[config.mk]
export PLATFORM = sky130hd
export DESIGN_NAME = round_robin_task_table_unit
export DESIGN_NICKNAME = d
export VERILOG_FILES = /design/src/hw/rtl/rrtt_pkg.sv /design/src/hw/rtl/rrtt_ram.sv /design/src/hw/rtl/rrtt_ctrl.sv /design/src/hw/rtl/rrtt_dp.sv /design/src/hw/rtl/round_robin_task_table_unit.sv
export SDC_FILE = /design/constraint.sdc
export NUM_CORES = 2
export LEC_CHECK = 0
export BUFFER_PORTS_ARGS = -buffer_cell sky130_fd_sc_hd__buf_2
export CORE_MARGIN = 2
export CORE_UTILIZATION = 62
export DETAILED_ROUTE_END_ITERATION = 8
export GPL_ROUTABILITY_DRIVEN = 0
export GPL_TIMING_DRIVEN = 0
export PLACE_DENSITY = 0.86
export SETUP_SLACK_MARGIN = 0.4
export SLEW_MARGIN = 5
export SYNTH_ARGS = -nofsm -noshare
export SYNTH_HDL_FRONTEND = slang
export SYNTH_SLANG_ARGS = --single-unit
[constraint.sdc]
create_clock -name clk -period 15.1 [get_ports clk]
set_clock_uncertainty 0.1 [all_clocks]
set_input_delay 2.265 -clock clk [delete_from_list [all_inputs] [get_ports clk]]
set_output_delay 2.265 -clock clk [all_outputs]
set_load 0.02 [all_outputs]
[src/hw/rtl/rrtt_pkg.sv]
// Shared types, codes and defaults for the round-robin task table.
package rrtt_pkg;

	localparam int SLOTS_DEF       = 16;
	localparam int HANDLE_BITS_DEF = 32;
	localparam int PAYLOAD_BITS    = 32;
	localparam int OPCODE_BITS     = 2;
	localparam int STATUS_BITS     = 2;

	typedef enum logic [OPCODE_BITS-1:0] {
		OP_ADD   = 2'd0,
		OP_KILL  = 2'd1,
		OP_NEXT  = 2'd2,
		OP_CHECK = 2'd3
	} op_t;

	typedef enum logic [STATUS_BITS-1:0] {
		ST_OK      = 2'd0,
		ST_NONE    = 2'd1,
		ST_BAD_ID  = 2'd2,
		ST_PRESENT = 2'd3
	} st_t;

	typedef enum logic [2:0] {
		S_IDLE,
		S_EXEC,
		S_NEXT_RD,
		S_CHK_SCAN,
		S_CHK_END
	} state_t;

	// controller -> datapath
	typedef struct packed {
		logic load;       // latch the transaction fields
		logic exec;       // decode and act on the latched operation
		logic next_cap;   // table read for next has returned
		logic scan_step;  // issue one read of the handle scan
		logic chk_end;    // last compare of the scan, post the result
	} cmd_t;

	// datapath -> controller
	typedef struct packed {
		op_t  op;
		logic chk_fast;   // check of handle zero, settled from occupancy
		logic next_hit;   // next found an occupied slot
		logic scan_last;  // scan counter on the last slot
	} stat_t;

endpackage

[src/hw/rtl/rrtt_ram.sv]
// Generic single-port-write, single-port-read RAM with registered read data.
module rrtt_ram #(
	parameter int WIDTH = 32,
	parameter int DEPTH = 16
) (
	input  logic                     clk,
	input  logic                     we,
	input  logic [$clog2(DEPTH)-1:0] waddr,
	input  logic [WIDTH-1:0]         wdata,
	input  logic                     re,
	input  logic [$clog2(DEPTH)-1:0] raddr,
	output logic [WIDTH-1:0]         rdata
);

	logic [WIDTH-1:0] mem_q [DEPTH];

	always_ff @(posedge clk) begin
		if (we) begin
			mem_q[waddr] <= wdata;
		end
		if (re) begin
			rdata <= mem_q[raddr];
		end
	end

endmodule

[src/hw/rtl/rrtt_ctrl.sv]
// Controller state machine sequencing each operation of the task table.
module rrtt_ctrl (
	input  logic           clk,
	input  logic           arst_n,
	input  logic           start,
	input  rrtt_pkg::stat_t stat,
	output rrtt_pkg::cmd_t  cmd,
	output logic           busy
);

	rrtt_pkg::state_t state_q, state_d;

	always_ff @(posedge clk or negedge arst_n) begin
		if (!arst_n) begin
			state_q <= rrtt_pkg::S_IDLE;
		end else begin
			state_q <= state_d;
		end
	end

	// next state
	always_comb begin
		state_d = state_q;
		unique case (state_q)
			rrtt_pkg::S_IDLE: begin
				if (start) begin
					state_d = rrtt_pkg::S_EXEC;
				end
			end
			rrtt_pkg::S_EXEC: begin
				unique case (stat.op)
					rrtt_pkg::OP_ADD, rrtt_pkg::OP_KILL: begin
						state_d = rrtt_pkg::S_IDLE;
					end
					rrtt_pkg::OP_NEXT: begin
						state_d = stat.next_hit ? rrtt_pkg::S_NEXT_RD : rrtt_pkg::S_IDLE;
					end
					rrtt_pkg::OP_CHECK: begin
						state_d = stat.chk_fast ? rrtt_pkg::S_IDLE : rrtt_pkg::S_CHK_SCAN;
					end
				endcase
			end
			rrtt_pkg::S_NEXT_RD: begin
				state_d = rrtt_pkg::S_IDLE;
			end
			rrtt_pkg::S_CHK_SCAN: begin
				if (stat.scan_last) begin
					state_d = rrtt_pkg::S_CHK_END;
				end
			end
			rrtt_pkg::S_CHK_END: begin
				state_d = rrtt_pkg::S_IDLE;
			end
			default: begin
				state_d = rrtt_pkg::S_IDLE;
			end
		endcase
	end

	// outputs
	always_comb begin
		cmd  = '0;
		busy = 1'b1;
		unique case (state_q)
			rrtt_pkg::S_IDLE: begin
				busy     = 1'b0;
				cmd.load = start;
			end
			rrtt_pkg::S_EXEC:     cmd.exec      = 1'b1;
			rrtt_pkg::S_NEXT_RD:  cmd.next_cap  = 1'b1;
			rrtt_pkg::S_CHK_SCAN: cmd.scan_step = 1'b1;
			rrtt_pkg::S_CHK_END:  cmd.chk_end   = 1'b1;
			default: begin
				busy = 1'b1;
			end
		endcase
	end

endmodule

[src/hw/rtl/rrtt_dp.sv]
// Datapath: slot table memory, occupancy bits, round-robin pointer, result registers.
module rrtt_dp #(
	parameter int SLOTS       = rrtt_pkg::SLOTS_DEF,
	parameter int HANDLE_BITS = rrtt_pkg::HANDLE_BITS_DEF
) (
	input  logic                              clk,
	input  logic                              arst_n,
	input  logic [rrtt_pkg::OPCODE_BITS-1:0]  opcode,
	input  logic [HANDLE_BITS-1:0]            handle,
	input  logic [rrtt_pkg::PAYLOAD_BITS-1:0] payload,
	input  logic [$clog2(SLOTS+1)-1:0]        task_id,
	input  rrtt_pkg::cmd_t                    cmd,
	output rrtt_pkg::stat_t                   stat,
	output logic                              done,
	output logic [rrtt_pkg::STATUS_BITS-1:0]  status,
	output logic [$clog2(SLOTS)-1:0]          slot,
	output logic [HANDLE_BITS-1:0]            out_handle,
	output logic [rrtt_pkg::PAYLOAD_BITS-1:0] out_payload
);

	localparam int SW = $clog2(SLOTS);
	localparam int IW = $clog2(SLOTS+1);
	localparam int PW = rrtt_pkg::PAYLOAD_BITS;
	localparam int RW = HANDLE_BITS + PW;

	// latched transaction
	rrtt_pkg::op_t     op_q;
	logic [HANDLE_BITS-1:0] handle_q;
	logic [PW-1:0]     payload_q;
	logic [IW-1:0]     id_q;

	// table state
	logic [SLOTS-1:0]  occ_q;
	logic [SW-1:0]     cur_q;
	logic              cur_valid_q;

	// handle scan
	logic [SW-1:0]     cnt_q;
	logic              chk_s1;
	logic              hit_q;

	// results
	logic              done_q;
	rrtt_pkg::st_t     status_q;
	logic [SW-1:0]     slot_q;
	logic [HANDLE_BITS-1:0] oh_q;
	logic [PW-1:0]     opl_q;

	// memory
	logic              ram_we;
	logic              ram_re;
	logic [SW-1:0]     ram_raddr;
	logic [RW-1:0]     ram_rdata;
	logic [HANDLE_BITS-1:0] rd_handle;
	logic [PW-1:0]     rd_payload;

	// combinational
	logic              free_found;
	logic [SW-1:0]     free_idx;
	logic [SW-1:0]     next_base;
	logic              next_found;
	logic [SW-1:0]     next_idx;
	logic              id_ok;
	logic [SW-1:0]     kill_idx;
	logic [IW-1:0]     id_m1;
	logic              h_zero;
	logic              h_eq;
	logic              fin;
	rrtt_pkg::st_t     res_status;
	logic [SW-1:0]     res_slot;
	logic [HANDLE_BITS-1:0] res_h;
	logic [PW-1:0]     res_p;

	assign rd_handle  = ram_rdata[RW-1:PW];
	assign rd_payload = ram_rdata[PW-1:0];
	assign h_zero     = (handle_q == '0);
	assign h_eq       = (rd_handle == handle_q);
	assign id_ok      = (id_q != '0) && (id_q <= IW'(SLOTS));
	assign id_m1      = id_q - IW'(1);
	assign kill_idx   = id_m1[SW-1:0];

	// lowest empty slot
	always_comb begin
		free_found = 1'b0;
		free_idx   = '0;
		for (int i = 0; i < SLOTS; i++) begin
			if (!occ_q[i] && !free_found) begin
				free_found = 1'b1;
				free_idx   = SW'(i);
			end
		end
	end

	// round-robin search starting after the current slot, or at slot zero if none is valid
	assign next_base = (!cur_valid_q || cur_q == SW'(SLOTS-1)) ? '0 : cur_q + SW'(1);

	always_comb begin
		logic [SW:0] j;
		next_found = 1'b0;
		next_idx   = '0;
		for (int k = 0; k < SLOTS; k++) begin
			j = {1'b0, next_base} + (SW+1)'(k);
			if (j >= (SW+1)'(SLOTS)) begin
				j = j - (SW+1)'(SLOTS);
			end
			if (occ_q[j[SW-1:0]] && !next_found) begin
				next_found = 1'b1;
				next_idx   = j[SW-1:0];
			end
		end
	end

	assign stat.op        = op_q;
	assign stat.chk_fast  = h_zero;
	assign stat.next_hit  = next_found;
	assign stat.scan_last = (cnt_q == SW'(SLOTS-1));

	assign ram_we    = cmd.exec && (op_q == rrtt_pkg::OP_ADD) && free_found;
	assign ram_re    = cmd.exec || cmd.scan_step;
	assign ram_raddr = cmd.scan_step ? cnt_q : next_idx;

	rrtt_ram #(
		.WIDTH (RW),
		.DEPTH (SLOTS)
	) u_table (
		.clk   (clk),
		.we    (ram_we),
		.waddr (free_idx),
		.wdata ({handle_q, payload_q}),
		.re    (ram_re),
		.raddr (ram_raddr),
		.rdata (ram_rdata)
	);

	// result select
	always_comb begin
		fin        = 1'b0;
		res_status = rrtt_pkg::ST_OK;
		res_slot   = '0;
		res_h      = '0;
		res_p      = '0;
		if (cmd.exec) begin
			unique case (op_q)
				rrtt_pkg::OP_ADD: begin
					fin = 1'b1;
					if (free_found) begin
						res_slot = free_idx;
					end else begin
						res_status = rrtt_pkg::ST_NONE;
					end
				end
				rrtt_pkg::OP_KILL: begin
					fin = 1'b1;
					if (!id_ok) begin
						res_status = rrtt_pkg::ST_BAD_ID;
					end
				end
				rrtt_pkg::OP_NEXT: begin
					if (!next_found) begin
						fin        = 1'b1;
						res_status = rrtt_pkg::ST_NONE;
					end
				end
				rrtt_pkg::OP_CHECK: begin
					// handle zero matches any empty slot
					if (h_zero) begin
						fin = 1'b1;
						if (!(&occ_q)) begin
							res_status = rrtt_pkg::ST_PRESENT;
						end
					end
				end
			endcase
		end
		if (cmd.next_cap) begin
			fin      = 1'b1;
			res_slot = cur_q;
			res_h    = rd_handle;
			res_p    = rd_payload;
		end
		if (cmd.chk_end) begin
			fin = 1'b1;
			if (hit_q || (chk_s1 && h_eq)) begin
				res_status = rrtt_pkg::ST_PRESENT;
			end
		end
	end

	always_ff @(posedge clk or negedge arst_n) begin
		if (!arst_n) begin
			op_q        <= rrtt_pkg::OP_ADD;
			occ_q       <= '0;
			cur_q       <= '0;
			cur_valid_q <= 1'b1;
			cnt_q       <= '0;
			chk_s1      <= 1'b0;
			hit_q       <= 1'b0;
			done_q      <= 1'b0;
		end else begin
			done_q <= fin;
			chk_s1 <= cmd.scan_step && occ_q[cnt_q];
			if (cmd.load) begin
				op_q <= rrtt_pkg::op_t'(opcode);
			end
			if (cmd.scan_step) begin
				cnt_q <= cnt_q + SW'(1);
			end
			if (cmd.exec) begin
				cnt_q <= '0;
				hit_q <= 1'b0;
			end else if (chk_s1 && h_eq) begin
				hit_q <= 1'b1;
			end
			if (ram_we) begin
				occ_q[free_idx] <= !h_zero;
			end
			if (cmd.exec && op_q == rrtt_pkg::OP_KILL && id_ok) begin
				occ_q[kill_idx] <= 1'b0;
			end
			if (cmd.exec && op_q == rrtt_pkg::OP_NEXT) begin
				cur_valid_q <= next_found;
				if (next_found) begin
					cur_q <= next_idx;
				end
			end
		end
	end

	always_ff @(posedge clk) begin
		if (cmd.load) begin
			handle_q  <= handle;
			payload_q <= payload;
			id_q      <= task_id;
		end
		if (fin) begin
			status_q <= res_status;
			slot_q   <= res_slot;
			oh_q     <= res_h;
			opl_q    <= res_p;
		end
	end

	assign done        = done_q;
	assign status      = status_q;
	assign slot        = slot_q;
	assign out_handle  = oh_q;
	assign out_payload = opl_q;

endmodule

[src/hw/rtl/round_robin_task_table_unit.sv]
// Top level of the round-robin task table: controller, datapath and checks.
//
// Channel   Direction  Handshake           Fields
// command   in         start & !busy       opcode, handle, payload, task_id
// result    out        done (one cycle)    status, slot, out_handle, out_payload
//
// Ordering: one result transaction per command transaction, strobed by done. Add,
// kill, next with no task and check of handle zero finish in the execute state;
// next that finds a task adds a read state; check of a nonzero handle reads every
// slot's handle from the table memory, one slot per cycle through its single read
// port, then posts the result from an end state.
// Reset: clears occupancy bits (table empty), current slot zero and valid; the
// memory keeps stale contents, masked by the occupancy bits, so there is no
// clearing pass.
// Stalls: busy is high from the command transaction until the result is
// registered; the receiver cannot stall, done lasts exactly one cycle.
module round_robin_task_table_unit #(
	parameter int SLOTS       = rrtt_pkg::SLOTS_DEF,
	parameter int HANDLE_BITS = rrtt_pkg::HANDLE_BITS_DEF
) (
	input  logic                              clk,
	input  logic                              arst_n,
	input  logic                              start,
	output logic                              busy,
	input  logic [rrtt_pkg::OPCODE_BITS-1:0]  opcode,
	input  logic [HANDLE_BITS-1:0]            handle,
	input  logic [rrtt_pkg::PAYLOAD_BITS-1:0] payload,
	input  logic [$clog2(SLOTS+1)-1:0]        task_id,
	output logic                              done,
	output logic [rrtt_pkg::STATUS_BITS-1:0]  status,
	output logic [$clog2(SLOTS)-1:0]          slot,
	output logic [HANDLE_BITS-1:0]            out_handle,
	output logic [rrtt_pkg::PAYLOAD_BITS-1:0] out_payload
);

	rrtt_pkg::cmd_t  cmd;
	rrtt_pkg::stat_t stat;

	// sequencing: one operation in flight at a time
	rrtt_ctrl u_ctrl (
		.clk    (clk),
		.arst_n (arst_n),
		.start  (start),
		.stat   (stat),
		.cmd    (cmd),
		.busy   (busy)
	);

	// table storage, searches and result registers
	rrtt_dp #(
		.SLOTS       (SLOTS),
		.HANDLE_BITS (HANDLE_BITS)
	) u_dp (
		.clk         (clk),
		.arst_n      (arst_n),
		.opcode      (opcode),
		.handle      (handle),
		.payload     (payload),
		.task_id     (task_id),
		.cmd         (cmd),
		.stat        (stat),
		.done        (done),
		.status      (status),
		.slot        (slot),
		.out_handle  (out_handle),
		.out_payload (out_payload)
	);

	// a taken command keeps the block busy until its result is registered
	a_accept_busy: assert property (@(posedge clk) disable iff (!arst_n)
		(start && !busy) |=> busy)
		else $error("command taken but block not busy");

	// each result is registered from a busy cycle
	a_done_from_busy: assert property (@(posedge clk) disable iff (!arst_n)
		done |-> $past(busy))
		else $error("result strobe without work in flight");

	// no operation finishes in two consecutive cycles
	a_done_single: assert property (@(posedge clk) disable iff (!arst_n)
		done |=> !done)
		else $error("back-to-back result strobes");

	// only a successful next returns a task handle
	a_handle_only_ok: assert property (@(posedge clk) disable iff (!arst_n)
		(done && status != rrtt_pkg::ST_OK) |-> (out_handle == '0))
		else $error("handle returned with a failing status");

endmodule

==> reports/metrics.cfg <==
[outcome]
status=complete, no violations

[hold_path]
hp-start=u_dp.hit_q
min_to=u_dp.hit_q
min_path_cells=2
hold_class=reg2reg

[global_route]
grt-ovfl-total=0
met2_usage_pct=51.4
grt_pass1_wl_um=196000
grt_util_met1_pct=39.3
grt_usage_pct=31.3
global_route.usage.met3_pct=6.47
grt_max_degree=48
antenna_found_initial=4
grt_pass1_vias=31202
top_usage_layer=met2

[critical_path]
crit_type=reg2reg
worst_r2r_startpoint=u_dp.cur_q[1]
end_kind=flop
cp.required_ns=15.43
cp.arrival_ns=9.87
r2r_cells=24
crit_path_max_fanout=11
crit_path_start=u_dp.cur_q[1]
r2r_setup_slack_ns=5.56
timing.critical_path.from_type=flop
r2r-end=u_dp.u_table.rdata[2]

[synth]
synth_area_per_cell_um2=16.4
synth_cell_type_count=79
synth.largest_area_cell=edfxtp_1
yosysTopAreaCellShare_pct=72.6
ys_seq_area_share_pct=74.2
synthCells=3088
synth_ff_type=edfxtp_1
synth_edf_count=1227
ys_top_cells_by_area=edfxtp_1 73%, mux2_2 5.8%, mux2i_1 1.8%, dfrtp_1 1.6%, o22ai_1 1.5%
async_flop_share_pct=2.62
yosys_warnings=0
ys_ff_latch=1260
syn_area_mm2=0.0507
synthesis.nets=3171

[drt]
detail_route.wirelength_um=134000
drtIter0Drc=4947
final_antenna_net_count=0
vias=31660
wl_per_cell_um=29.4
post_drt_via_cell_ratio=6.94
drc_errors=0
first_pass_iters=9

[placed_design]
post-place-ws_ns=6.07
hpwlAfterDp_um=84200
dp_cells=4338
numPortBuffers=145

[clock_tree]
cts_setup_buffers=0
cts-root-buf=clkbuf_16
numClockSinks=1260
worstSkewPairLatency_ns=0.70
htreeDepth=3
postCtsHoldBufs=0
path_clk_slew_ns=0.06
numCtsBuffers=116
cts_tree=yes
cts.path.max_buffers=3
cts-resized-gates=0

[cells_and_area]
fin_nets=3479
layout.cells.non_filler=4559
drive_gt1_share_pct=22.4
area_delta_synth_final_pct=14.1

[floorplanning]
rows=104
die_x_um=290
core_mm2=0.0808
ios=146
initial_utilization_pct=62.8
die_area_mm2=0.0841
die_h_um=290

[timing]
finalSetupViolations=0
finalCritPeriodShare_pct=63.2
relSlewSlack_pct=16.9
grt_setup_unrepaired=no
fmax_ghz=0.105
final_max_slew_viol_count=0
fin_crit_ns=9.54
max_slew.worst_pin.slew_ns=1.21
whs_ns=0.407
fin_ws_ns=5.56
hold_viol_final=0

[job]
drv_cap=0

## synthesized netlist by cell type, drive strengths merged (7+ instances only)
master,count
edfxtp,1227
mux2,263
nand2,190
nor2,146
o22ai,131
clkbuf,99
mux2i,91
buf,87
a21oi,86
nor3,81
and2,71
a22o,66
a221o,65
o32ai,64
o21ai,39
dfrtp,32
xnor2,31
nand3,26
nand2b,20
inv,17
mux4,17
nand4,16
nor4,16
o22a,16
a211oi,14
o211ai,12
a22oi,10
a31oi,10
ha,9
or2,9
nor2b,8
o211a,8
a2111oi,7
a21o,7
and3,7
or3,7
## critical path, cell delays in order, from the launching register on
cell	delay [ns]
dfrtp_1	0.49
ha_1	0.26
buf_2	0.17
and3_1	0.18
clkbuf_1	0.20
nor2_1	0.47
nand2_1	0.45
inv_1	0.36
ha_1	0.35
nand2b_1	0.19
a211oi_1	0.08
a2111oi_2	1.01
mux4_2	0.48
a211oi_4	0.30
or4b_1	0.64
nor4_2	0.59
nor3_1	0.16
or2_1	0.30
o21ai_1	0.23
buf_2	0.45
a211o_1	0.17
clkbuf_2	0.56
buf_2	0.40
o22ai_1	0.14
nor3_1	0.45
## stage by stage
| stage | utilization [%] | area [um^2] | setup TNS [ns] |
|---|---|---|---|
| 6_report | 71.6 | 57900 | 0 |
| 5_1_grt | 71.6 | 57900 | 0 |
| 4_1_cts | 71.6 | 57900 | 0 |
| 3_5_place_dp | 66.7 | 53900 | 0 |
| 3_3_place_gp | 65.3 | 52800 | -106.91 |
| 2_1_floorplan | - | 50700 | 0 |
## layout make-up
cell class | count | area, um^2
clock buffers | 132 | 3030
clock inverters | 86 | 942
plain buffers | 186 | 876
fillers | 4499 | 22900
inverters | 18 | 72.6
diodes | 3 | 7.51
repair buffers | 190 | 1700
well taps | 1060 | 1330
flip-flops and latches | 1260 | 37700
multi-input cells | 1624 | 12300
## cells in the final DEF, fill, tap and decap left out, types with 34 or more instances in the layout
| cell | netlist | layout |
|---|---|---|
| edfxtp_1 | 1227 | 1227 |
| buf_2 | 60 | 205 |
| nor3_1 | 81 | 81 |
| and2_1 | 71 | 71 |
| nand2_1 | 189 | 189 |
| a221o_1 | 65 | 65 |
| mux2i_1 | 91 | 91 |
| nor2_1 | 146 | 130 |
| a21oi_1 | 86 | 86 |
| clkbuf_1 | 98 | 111 |
| buf_12 | 0 | 34 |
| o22ai_1 | 121 | 121 |
| clkbuf_16 | 0 | 119 |
| a22o_1 | 66 | 66 |
| mux2_2 | 263 | 263 |
| o32ai_1 | 64 | 64 |
## registers in the layout, indices dropped and copies added, names as in the netlist, 3 cells and up
name / count
u_dp.handle_q: 32
u_dp.slot: 4
u_dp.out_handle: 32
u_dp.u_table.mem_q: 1024
u_ctrl.state_q: 3
u_dp.u_table.rdata: 64
u_dp.out_payload: 32
u_dp.id_q: 5
u_dp.cur_q: 4
u_dp.occ_q: 16
u_dp.payload_q: 32
u_dp.cnt_q: 4
## metal layers
layer,vias to the layer above,routed length (um)
met5,-,0
met4,0,8090
met3,517,15200
met2,2616,64500
met1,15582,46100
li1,12945,-
## cells by family after synthesis
group / share of synthesized area, %
DFF: 74.2
and+or+nand+nor: 5.64
AOI/OAI and AO/OA: 9.00
muxes: 8.39
adders and majority gates: 0.222
xor gates and xnor gates: 0.639
buffers and inverters: 1.86
## worst max-delay path by stage
stage	depth (start not counted)	slack (ns)	end
finish	24	5.56	u_dp.u_table.rdata[2]
detailed placement	24	6.07	u_dp.u_table.rdata[11]
global placement	22	-1.75	u_dp.done
CTS	24	5.96	u_dp.u_table.rdata[11]
floorplan	22	3.95	u_dp.done
global route	26	5.36	u_dp.u_table.rdata[21]
Power is left out: the tool's default activity adds up to more than one toggle a clock period on the data nets, which glitch-free logic cannot reach.
